$ cat src/rtl/sfr_pkg.sv
package sfr_pkg;

  localparam int PATTERN_MAX_DEF = 8;
  localparam int REPLACE_MAX_DEF = 8;
  localparam int QUEUE_DEPTH     = 2;
  localparam int BUNDLE_BYTES    = 8;

  typedef enum logic [1:0] {
    REG_PATTERN_BYTES      = 2'd0,
    REG_PATTERN_LENGTH     = 2'd1,
    REG_REPLACEMENT_BYTES  = 2'd2,
    REG_REPLACEMENT_LENGTH = 2'd3
  } sfr_reg_t;

  // Work for the back end: up to eight bytes to send, in order, first byte low.
  // A zero count on a final request means a bare end marker.
  typedef struct packed {
    logic [BUNDLE_BYTES*8-1:0] bytes;
    logic [3:0]                count;
    logic                      fin;
  } sfr_bundle_t;

endpackage

$ cat src/rtl/sfr_front.sv
module sfr_front #(
  parameter int PATTERN_MAX = sfr_pkg::PATTERN_MAX_DEF,
  parameter int REPLACE_MAX = sfr_pkg::REPLACE_MAX_DEF
) (
  input  logic                clk,
  input  logic                rst_n,
  input  logic                cfg_valid,
  input  logic [1:0]          cfg_index,
  input  logic [63:0]         cfg_data,
  input  logic                in_valid,
  input  logic [7:0]          in_data_byte,
  input  logic                in_final_byte,
  output logic                in_ready,
  input  logic                q_ready,
  output logic                q_push,
  output sfr_pkg::sfr_bundle_t q_data
);
  import sfr_pkg::*;

  localparam int FILL_W = (PATTERN_MAX > 1) ? $clog2(PATTERN_MAX) : 1;
  localparam logic [3:0] PMAX = 4'(PATTERN_MAX);
  localparam logic [3:0] RMAX = 4'(REPLACE_MAX);

  logic [63:0]       pat_bytes_r;
  logic [3:0]        pat_len_r;
  logic [63:0]       rep_bytes_r;
  logic [3:0]        rep_len_r;
  logic [7:0]        win_r   [PATTERN_MAX];
  logic [7:0]        win_nxt [PATTERN_MAX];
  logic [7:0]        win_new [PATTERN_MAX];
  logic [FILL_W-1:0] fill_r;
  logic [FILL_W-1:0] fill_nxt;
  logic [3:0]        plen;
  logic [3:0]        rlen;
  logic [3:0]        nf;
  logic              in_fire;
  logic              match;
  logic [63:0]       win_bytes;

  assign in_ready = q_ready;
  assign in_fire  = in_valid && q_ready;
  assign plen     = (pat_len_r > PMAX) ? PMAX : pat_len_r;
  assign rlen     = (rep_len_r > RMAX) ? RMAX : rep_len_r;
  assign nf       = 4'(fill_r) + 4'd1;

  always_comb begin
    // place the new byte behind the held ones
    for (int i = 0; i < PATTERN_MAX; i++) begin
      win_new[i] = (4'(i) == 4'(fill_r)) ? in_data_byte : win_r[i];
    end
    match = 1'b1;
    for (int i = 0; i < PATTERN_MAX; i++) begin
      if ((4'(i) < plen) && (win_new[i] != pat_bytes_r[i*8 +: 8])) begin
        match = 1'b0;
      end
    end
    win_bytes = '0;
    for (int i = 0; i < PATTERN_MAX; i++) begin
      win_bytes[i*8 +: 8] = win_new[i];
    end
  end

  always_comb begin
    win_nxt  = win_r;
    fill_nxt = fill_r;
    q_data   = '{bytes: win_bytes, count: 4'd0, fin: in_final_byte};
    if (plen == 4'd0) begin
      q_data.bytes = {56'd0, in_data_byte};
      q_data.count = 4'd1;
    end else if (nf == plen) begin
      if (match) begin
        q_data.bytes = rep_bytes_r;
        q_data.count = rlen;
        fill_nxt     = '0;
      end else begin
        q_data.count = in_final_byte ? nf : 4'd1;
        fill_nxt     = fill_r;
        for (int i = 0; i < PATTERN_MAX; i++) begin
          win_nxt[i] = (i + 1 < PATTERN_MAX) ? win_new[(i + 1) % PATTERN_MAX] : win_new[i];
        end
      end
    end else begin
      q_data.count = in_final_byte ? nf : 4'd0;
      win_nxt      = win_new;
      fill_nxt     = FILL_W'(nf);
    end
    if (in_final_byte) begin
      fill_nxt = '0;
    end
  end

  assign q_push = in_fire && ((q_data.count != 4'd0) || in_final_byte);

  always_ff @(posedge clk) begin
    if (!rst_n) begin
      pat_bytes_r <= '0;
      pat_len_r   <= '0;
      rep_bytes_r <= '0;
      rep_len_r   <= '0;
      fill_r      <= '0;
    end else begin
      // a pattern length write drops whatever the window holds
      if (cfg_valid && (sfr_reg_t'(cfg_index) == REG_PATTERN_LENGTH)) begin
        fill_r <= '0;
      end else if (in_fire) begin
        fill_r <= fill_nxt;
      end
      if (cfg_valid) begin
        unique case (sfr_reg_t'(cfg_index))
          REG_PATTERN_BYTES:      pat_bytes_r <= cfg_data;
          REG_PATTERN_LENGTH:     pat_len_r   <= cfg_data[3:0];
          REG_REPLACEMENT_BYTES:  rep_bytes_r <= cfg_data;
          REG_REPLACEMENT_LENGTH: rep_len_r   <= cfg_data[3:0];
          default: ;
        endcase
      end
    end
  end

  always_ff @(posedge clk) begin
    if (in_fire) begin
      win_r <= win_nxt;
    end
  end

  // window never holds a full pattern between requests
  a_fill_short: assert property (@(posedge clk) disable iff (!rst_n)
    (plen != 4'd0) |-> (4'(fill_r) < plen))
    else $error("window fill reached pattern length");

endmodule

$ cat src/rtl/sfr_fifo.sv
module sfr_fifo #(
  parameter int DEPTH = sfr_pkg::QUEUE_DEPTH
) (
  input  logic                 clk,
  input  logic                 rst_n,
  input  logic                 push,
  input  sfr_pkg::sfr_bundle_t push_data,
  output logic                 not_full,
  input  logic                 pop,
  output sfr_pkg::sfr_bundle_t pop_data,
  output logic                 not_empty
);
  import sfr_pkg::*;

  localparam int PTR_W = (DEPTH > 1) ? $clog2(DEPTH) : 1;
  localparam int CNT_W = $clog2(DEPTH + 1);

  sfr_bundle_t      mem_r [DEPTH];
  logic [PTR_W-1:0] wr_ptr_r;
  logic [PTR_W-1:0] rd_ptr_r;
  logic [CNT_W-1:0] cnt_r;

  assign not_full  = (cnt_r != CNT_W'(DEPTH));
  assign not_empty = (cnt_r != '0);
  assign pop_data  = mem_r[rd_ptr_r];

  always_ff @(posedge clk) begin
    if (!rst_n) begin
      wr_ptr_r <= '0;
      rd_ptr_r <= '0;
      cnt_r    <= '0;
    end else begin
      if (push) begin
        wr_ptr_r <= (wr_ptr_r == PTR_W'(DEPTH - 1)) ? '0 : wr_ptr_r + 1'b1;
      end
      if (pop) begin
        rd_ptr_r <= (rd_ptr_r == PTR_W'(DEPTH - 1)) ? '0 : rd_ptr_r + 1'b1;
      end
      if (push && !pop) begin
        cnt_r <= cnt_r + 1'b1;
      end else if (pop && !push) begin
        cnt_r <= cnt_r - 1'b1;
      end
    end
  end

  always_ff @(posedge clk) begin
    if (push) begin
      mem_r[wr_ptr_r] <= push_data;
    end
  end

  a_no_overflow: assert property (@(posedge clk) disable iff (!rst_n)
    push |-> not_full)
    else $error("push into full queue");
  a_no_underflow: assert property (@(posedge clk) disable iff (!rst_n)
    pop |-> not_empty)
    else $error("pop from empty queue");

endmodule

$ cat src/rtl/sfr_back.sv
module sfr_back (
  input  logic                 clk,
  input  logic                 rst_n,
  input  logic                 q_valid,
  input  sfr_pkg::sfr_bundle_t q_data,
  output logic                 q_pop,
  output logic                 out_valid,
  input  logic                 out_ready,
  output logic [7:0]           out_byte,
  output logic                 out_byte_valid,
  output logic                 out_end_of_text
);
  import sfr_pkg::*;

  logic                      busy_r;
  logic [BUNDLE_BYTES*8-1:0] bytes_r;
  logic [2:0]                pos_r;
  logic [3:0]                total_r;
  logic                      bv_r;
  logic                      fin_r;
  logic                      out_valid_r;
  logic [7:0]                out_byte_r;
  logic                      out_bv_r;
  logic                      out_eot_r;
  logic                      adv;
  logic                      emit;
  logic                      last;

  assign adv   = !out_valid_r || out_ready;
  assign emit  = adv && busy_r;
  assign last  = ((4'(pos_r) + 4'd1) == total_r);
  assign q_pop = q_valid && (!busy_r || (emit && last));

  assign out_valid       = out_valid_r;
  assign out_byte        = out_byte_r;
  assign out_byte_valid  = out_bv_r;
  assign out_end_of_text = out_eot_r;

  always_ff @(posedge clk) begin
    if (!rst_n) begin
      busy_r      <= 1'b0;
      out_valid_r <= 1'b0;
    end else begin
      if (adv) begin
        out_valid_r <= busy_r;
      end
      if (q_pop) begin
        busy_r <= 1'b1;
      end else if (emit && last) begin
        busy_r <= 1'b0;
      end
    end
  end

  always_ff @(posedge clk) begin
    if (emit) begin
      out_byte_r <= bv_r ? bytes_r[7:0] : 8'd0;
      out_bv_r   <= bv_r;
      out_eot_r  <= fin_r && last;
    end
    if (q_pop) begin
      bytes_r <= q_data.bytes;
      pos_r   <= '0;
      total_r <= (q_data.count == 4'd0) ? 4'd1 : q_data.count;
      bv_r    <= (q_data.count != 4'd0);
      fin_r   <= q_data.fin;
    end else if (emit) begin
      bytes_r <= {8'd0, bytes_r[BUNDLE_BYTES*8-1:8]};
      pos_r   <= pos_r + 3'd1;
    end
  end

  a_marker_ends: assert property (@(posedge clk) disable iff (!rst_n)
    (out_valid && !out_byte_valid) |-> out_end_of_text)
    else $error("bare marker without end of text");
  a_pos_in_range: assert property (@(posedge clk) disable iff (!rst_n)
    busy_r |-> ((4'(pos_r) < total_r) && (total_r != 4'd0)))
    else $error("bundle position past its length");

endmodule

$ cat src/rtl/stream_find_and_replace.sv
// Channel  | Direction | Ports                                          | Handshake
// ---------+-----------+------------------------------------------------+-----------------
// cfg      | in        | cfg_index[1:0], cfg_data[63:0]                 | cfg_valid/ready
// in       | in        | in_data_byte[7:0], in_final_byte               | in_valid/ready
// out      | out       | out_byte[7:0], out_byte_valid, out_end_of_text | out_valid/ready
//
// Takes one byte request per cycle; the window compare and update finish in the
// accepting cycle, so input rate is one request per cycle while the queue has room.
// Results leave at one per cycle while out_ready is high; a request that makes k
// results holds the output side until all k have left; the input stalls once two
// bundles are queued. Results pass the queue, bundle register and output register.
// Reset (rst_n low, synchronous) zeroes the configuration registers, empties the window,
// the queue and the output stage; data registers are not cleared. cfg_ready is always
// high; the user must write the port only while idle; the block does not enforce it.
module stream_find_and_replace #(
  parameter int PATTERN_MAX = sfr_pkg::PATTERN_MAX_DEF,
  parameter int REPLACE_MAX = sfr_pkg::REPLACE_MAX_DEF
) (
  input  logic        clk,
  input  logic        rst_n,
  input  logic        cfg_valid,
  output logic        cfg_ready,
  input  logic [1:0]  cfg_index,
  input  logic [63:0] cfg_data,
  input  logic        in_valid,
  output logic        in_ready,
  input  logic [7:0]  in_data_byte,
  input  logic        in_final_byte,
  output logic        out_valid,
  input  logic        out_ready,
  output logic [7:0]  out_byte,
  output logic        out_byte_valid,
  output logic        out_end_of_text
);
  import sfr_pkg::*;

  sfr_bundle_t push_data;
  sfr_bundle_t pop_data;
  logic        push;
  logic        pop;
  logic        q_not_full;
  logic        q_not_empty;

  // Configuration is taken every cycle.
  assign cfg_ready = 1'b1;

  // Front end: hold the window, compare against the pattern, and turn each
  // request into one bundle of bytes to send (or none while the window fills).
  sfr_front #(
    .PATTERN_MAX (PATTERN_MAX),
    .REPLACE_MAX (REPLACE_MAX)
  ) u_front (
    .clk           (clk),
    .rst_n         (rst_n),
    .cfg_valid     (cfg_valid),
    .cfg_index     (cfg_index),
    .cfg_data      (cfg_data),
    .in_valid      (in_valid),
    .in_data_byte  (in_data_byte),
    .in_final_byte (in_final_byte),
    .in_ready      (in_ready),
    .q_ready       (q_not_full),
    .q_push        (push),
    .q_data        (push_data)
  );

  // Short queue: lets the front keep taking bytes while the back drains a
  // multi-byte replacement.
  sfr_fifo #(
    .DEPTH (QUEUE_DEPTH)
  ) u_fifo (
    .clk       (clk),
    .rst_n     (rst_n),
    .push      (push),
    .push_data (push_data),
    .not_full  (q_not_full),
    .pop       (pop),
    .pop_data  (pop_data),
    .not_empty (q_not_empty)
  );

  // Back end: serialize each bundle into the registered output, one result
  // per cycle unless out_ready stalls, and tag the text's last result with end of text.
  sfr_back u_back (
    .clk             (clk),
    .rst_n           (rst_n),
    .q_valid         (q_not_empty),
    .q_data          (pop_data),
    .q_pop           (pop),
    .out_valid       (out_valid),
    .out_ready       (out_ready),
    .out_byte        (out_byte),
    .out_byte_valid  (out_byte_valid),
    .out_end_of_text (out_end_of_text)
  );

endmodule

$ cat config.mk
export PLATFORM = sky130hd
export DESIGN_NAME = stream_find_and_replace
export DESIGN_NICKNAME = d
export VERILOG_FILES = /design/src/rtl/sfr_pkg.sv /design/src/rtl/sfr_front.sv /design/src/rtl/sfr_fifo.sv /design/src/rtl/sfr_back.sv /design/src/rtl/stream_find_and_replace.sv
export SDC_FILE = /design/constraint.sdc
export NUM_CORES = 1
export LEC_CHECK = 0
export ABC_AREA = 0
export BUFFER_PORTS_ARGS = -buffer_cell sky130_fd_sc_hd__buf_2
export CAP_MARGIN = 20
export CORE_MARGIN = 8
export CORE_UTILIZATION = 23
export DETAILED_ROUTE_END_ITERATION = 6
export GPL_TIMING_DRIVEN = 0
export PLACE_DENSITY = 0.4
export SLEW_MARGIN = 20
export SYNTH_ARGS = -nofsm -noshare
export SYNTH_HDL_FRONTEND = slang
export SYNTH_SLANG_ARGS = --single-unit
$ cat constraint.sdc
create_clock -name clk -period 8.1 [get_ports clk]
set_input_delay 1.215 -clock clk [delete_from_list [all_inputs] [get_ports clk]]
set_output_delay 1.215 -clock clk [all_outputs]
set_load 0.05 [all_outputs]
==> summary.txt <==
Clocking
  – CTS tree: done
  – # Post-CTS Setup Buffers: 0
  – CTS Hold Bufs: 0
  – Worst-path clk slew: 60 ps
  – Clock Tree Root: clkbuf_16
  – Worst skew pair latency: approximately 610 ps
  – Gates resized, CTS repair: 0
  – CTS buffer count: a little over 50
  – H-Tree Depth: 2
  – Clock Path Buffers: 3
  – CTS sink cnt: around 430

Worst hold path
  – Hold crit path type: flip-flop to flip-flop

Routing
  – Vias/cell: 4.63
  – Initial DRC count: around 1200
  – WL final: roughly 73000 microns
  – ANT nets after route: 0
  – Drt pass-1 iters: 7
  – Via count: 15200
  – WL/cell: 22.2 microns
  – Remaining DRCs: 0

Power
  – P_leak: 8.32 nW
  – Design Power: about 0.007 W
  – PwrDens: between 200 and 300 mW/mm^2
  – Maximum VDD drop: between 0.15 and 0.2 mV

Critical path
  – Critical path's top delay family: buffers and inverters
  – Max incr delay on CP: 840 ps
  – Setup CP Type: input pin to flip-flop
  – Crit-path slowest cell: clkbuf_1
  – Worst-path maximum fanout: 13
  – Worst path buffer plus inverter count: 8
  – CP arrival: 6620 ps
  – Most frequent CP cell: buf_6
  – CP Capture Type: flip-flop
  – Crit start category: input pin
  – CP required: 8400 ps
  – Crit-path cells: buf_2 -> buf_1 -> clkbuf_1 -> mux2i_1 -> o22ai_1 -> nor4_1 -> o2111ai_2 -> buf_6 -> clkbuf_1 -> o21ai_1 -> a211oi_4 -> buf_6 -> buf_8 -> buf_6

Timing
  – Hold Fails Final Rpt: 0
  – Slew HR: 0.294
  – Worst Tran Pin Value: between 1000 and 1500 ps
  – Final TNS setup: 0 ps
  – Unrepaired setup endpoints after global routing: no
  – Final worst path period need: 6330 ps
  – Max Fclk: between 0.15 and 0.2 GHz
  – Final Skew: 22.6 ps
  – Worst hold slack: between 400 and 500 ps
  – # setup viols final: 0
  – Crit share post-route: 0.781
  – Fin. max-slew vios: 0

Placed design
  – GP Congestion: approximately 0.90
  – Detail Placement HPWL: between 50000 and 60000 microns
  – Port buffer count: 87

Global route
  – Vias in the first global route: ~15000
  – Largest net degree at the start of global routing: 46
  – GRT Overall Usage: 0.145
  – First-pass GRT wire length: 106000 microns
  – Initial antenna violation count: 3
  – Total gr overflow: 0

Die
  – Core Area: just under 0.09 sq mm
  – Rows: 108
  – DIE AREA: 0.0971 sq mm
  – Die Wd: about 310 microns
  – IO Count: 93
  – Die Ht: a little over 300 microns
  – Starting Density: 0.232

Outcome
  – Run status: complete, no violations

Logic synthesis
  – Number of flops mapped to enable cells by yosys: ~280
  – Netlist cell types: 67
  – YS warnings: 0
  – Cell taking the most area after synthesis: edfxtp_1
  – Post-synthesis sequential area ratio: 0.570
  – Synth area leaders: edfxtp_1, dfxtp_1, nand2_1, mux2i_1, a21boi_0
  – Syn_area_per_cell: between 10 and 15 sq um
  – Post-synth net total: 2011
  – Top cell type's share of synthesized area: 0.422
  – Post-Syn Instances: 1923
  – Async SR Flop Fraction: 0
  – Predominant post-synthesis flop cell: edfxtp_1
  – Mapped Area: between 0.02 and 0.025 sq mm
  – Synth Register Bits: approximately 430

Finish
  – Area Overhead vs Synth: 19.7%
  – Fill count: just over 9000
  – Nets: 2173
  – Proportion of layout cells with a drive suffix above 1: 0.120
  – Finished Core Util: 0.278

Flow run
  – Max-capacitance violation count: 0
[sequential cells by signal, indices dropped and copies added, names as in the netlist, 3 cells and up, named ones only]
signal / cells
u_fifo.mem_r: 138
u_back.bytes_r: 64
u_front.pat_bytes_r: 64
u_front.rep_bytes_r: 64
u_front.win_r: 64
u_back.out_byte: 8
u_back.total_r: 4
u_front.pat_len_r: 4
u_front.rep_len_r: 4
u_back.pos_r: 3
u_front.fill_r: 3
[synth_stat cells, types with 9 or more instances]
cell / n
a211oi_1: 51
a21boi_0: 132
a21oi_1: 38
a22oi_1: 9
and2_1: 27
buf_1: 12
buf_2: 11
clkbuf_1: 109
dfxtp_1: 149
edfxtp_1: 282
inv_1: 41
mux2i_1: 123
nand2_1: 358
nand2b_1: 12
nand3_1: 22
nor2_1: 135
nor2b_1: 19
nor3_1: 67
o21ai_0: 68
o22ai_1: 67
xnor2_1: 30
xor2_1: 22
[metal layers]
layer | global-route usage | wire [microns] | share of wire
met4 | 0.0541 | 2810 | 0.038
met3 | 0.0224 | 3370 | 0.046
met5 | 0 | 13 | 0.00018
met1 | 0.192 | 33200 | 0.45
met2 | 0.239 | 33700 | 0.46
[worst reg2reg max path, cell delays in order (launching register included)]
cell and delay (ps):
dfxtp_1 320, buf_4 170, buf_6 150, buf_2 210, inv_1 150, ha_1 250, buf_2 310, mux2i_1 460
xnor2_1 120, nor4_1 300, nand2_1 210, o32ai_2 340, o2111ai_2 350, buf_6 270, clkbuf_1 320, o21ai_1 540
a21oi_1 240, ha_1 380, or3_1 380, a21boi_0 160
[cell families after synthesis]
logic type	synth area share
compound gates	0.150
mux	0.0646
other cells	0.000187
simple gates	0.148
fa+ha+maj	0.00498
buf+inv	0.0388
xor+xnor	0.0227
flops	0.570
[area by class of cell]
type / instances / area (sq um) / area share
clock buffer: 69 / 1510 / 0.0627
timing repair buffer: 109 / 684 / 0.0285
inverter: 41 / 154 / 0.00640
antenna: 3 / 7.51 / 0.000312
multi-input combinational: 1307 / 7910 / 0.329
buffer: 144 / 627 / 0.0261
tap: 1155 / 1450 / 0.0601
clock inverter: 27 / 269 / 0.0112
sequential: 431 / 11500 / 0.476
[placed cells by master, fill, tap and decap left out, types with 9 or more instances in the layout]
cell and count:
clkbuf_16 55, nand2b_1 12, a21oi_1 38, xnor2_1 30
edfxtp_1 282, nor3_1 66, nand3_1 22, clkinv_2 13
o21ai_0 68, mux2i_1 123, buf_2 98, inv_1 41
buf_4 12, buf_1 12, clkbuf_1 114, a211oi_1 49
dfxtp_1 149, o22ai_1 67, xor2_1 22, nand2_1 357
and2_1 27, buf_6 18, a21boi_0 132, nor2_1 134
nor2b_1 19, a22oi_1 9
[through the flow]
stage / cells / setup WS, ps / instance area, sq um
final: 3286 / 1770 / 24100
after global placement: 3165 / -7060 / 22000
after CTS: 3283 / 1790 / 24000
after floorplan: 1923 / -645 / 20100
after global routing: 3283 / 1620 / 24000
after detailed placement: 3187 / 1150 / 22300
[power by group]
part	internal, W	switching, W	leakage, nW
Clock	0.00144	0.000988	0.886
Sequential	0.00293	0.000149	3.83
Combinational	0.000440	0.00104	3.60
Total	0.00481	0.00218	8.32
[path summary, 6_finish.rpt]
kind	from	to	slack, ps	depth (start not counted)
worst min register to register	u_front.rep_bytes_r[43]	u_front.rep_bytes_r[43]	470	2
worst max register to register	u_front.fill_r[2]	u_fifo.cnt_r[1]	2400	19
worst max-delay path	in_data_byte[1]	u_fifo.mem_r[1][18]	1770	14
worst min-delay path	u_front.rep_bytes_r[43]	u_front.rep_bytes_r[43]	470	2
(Power assumes the default switching activity.)
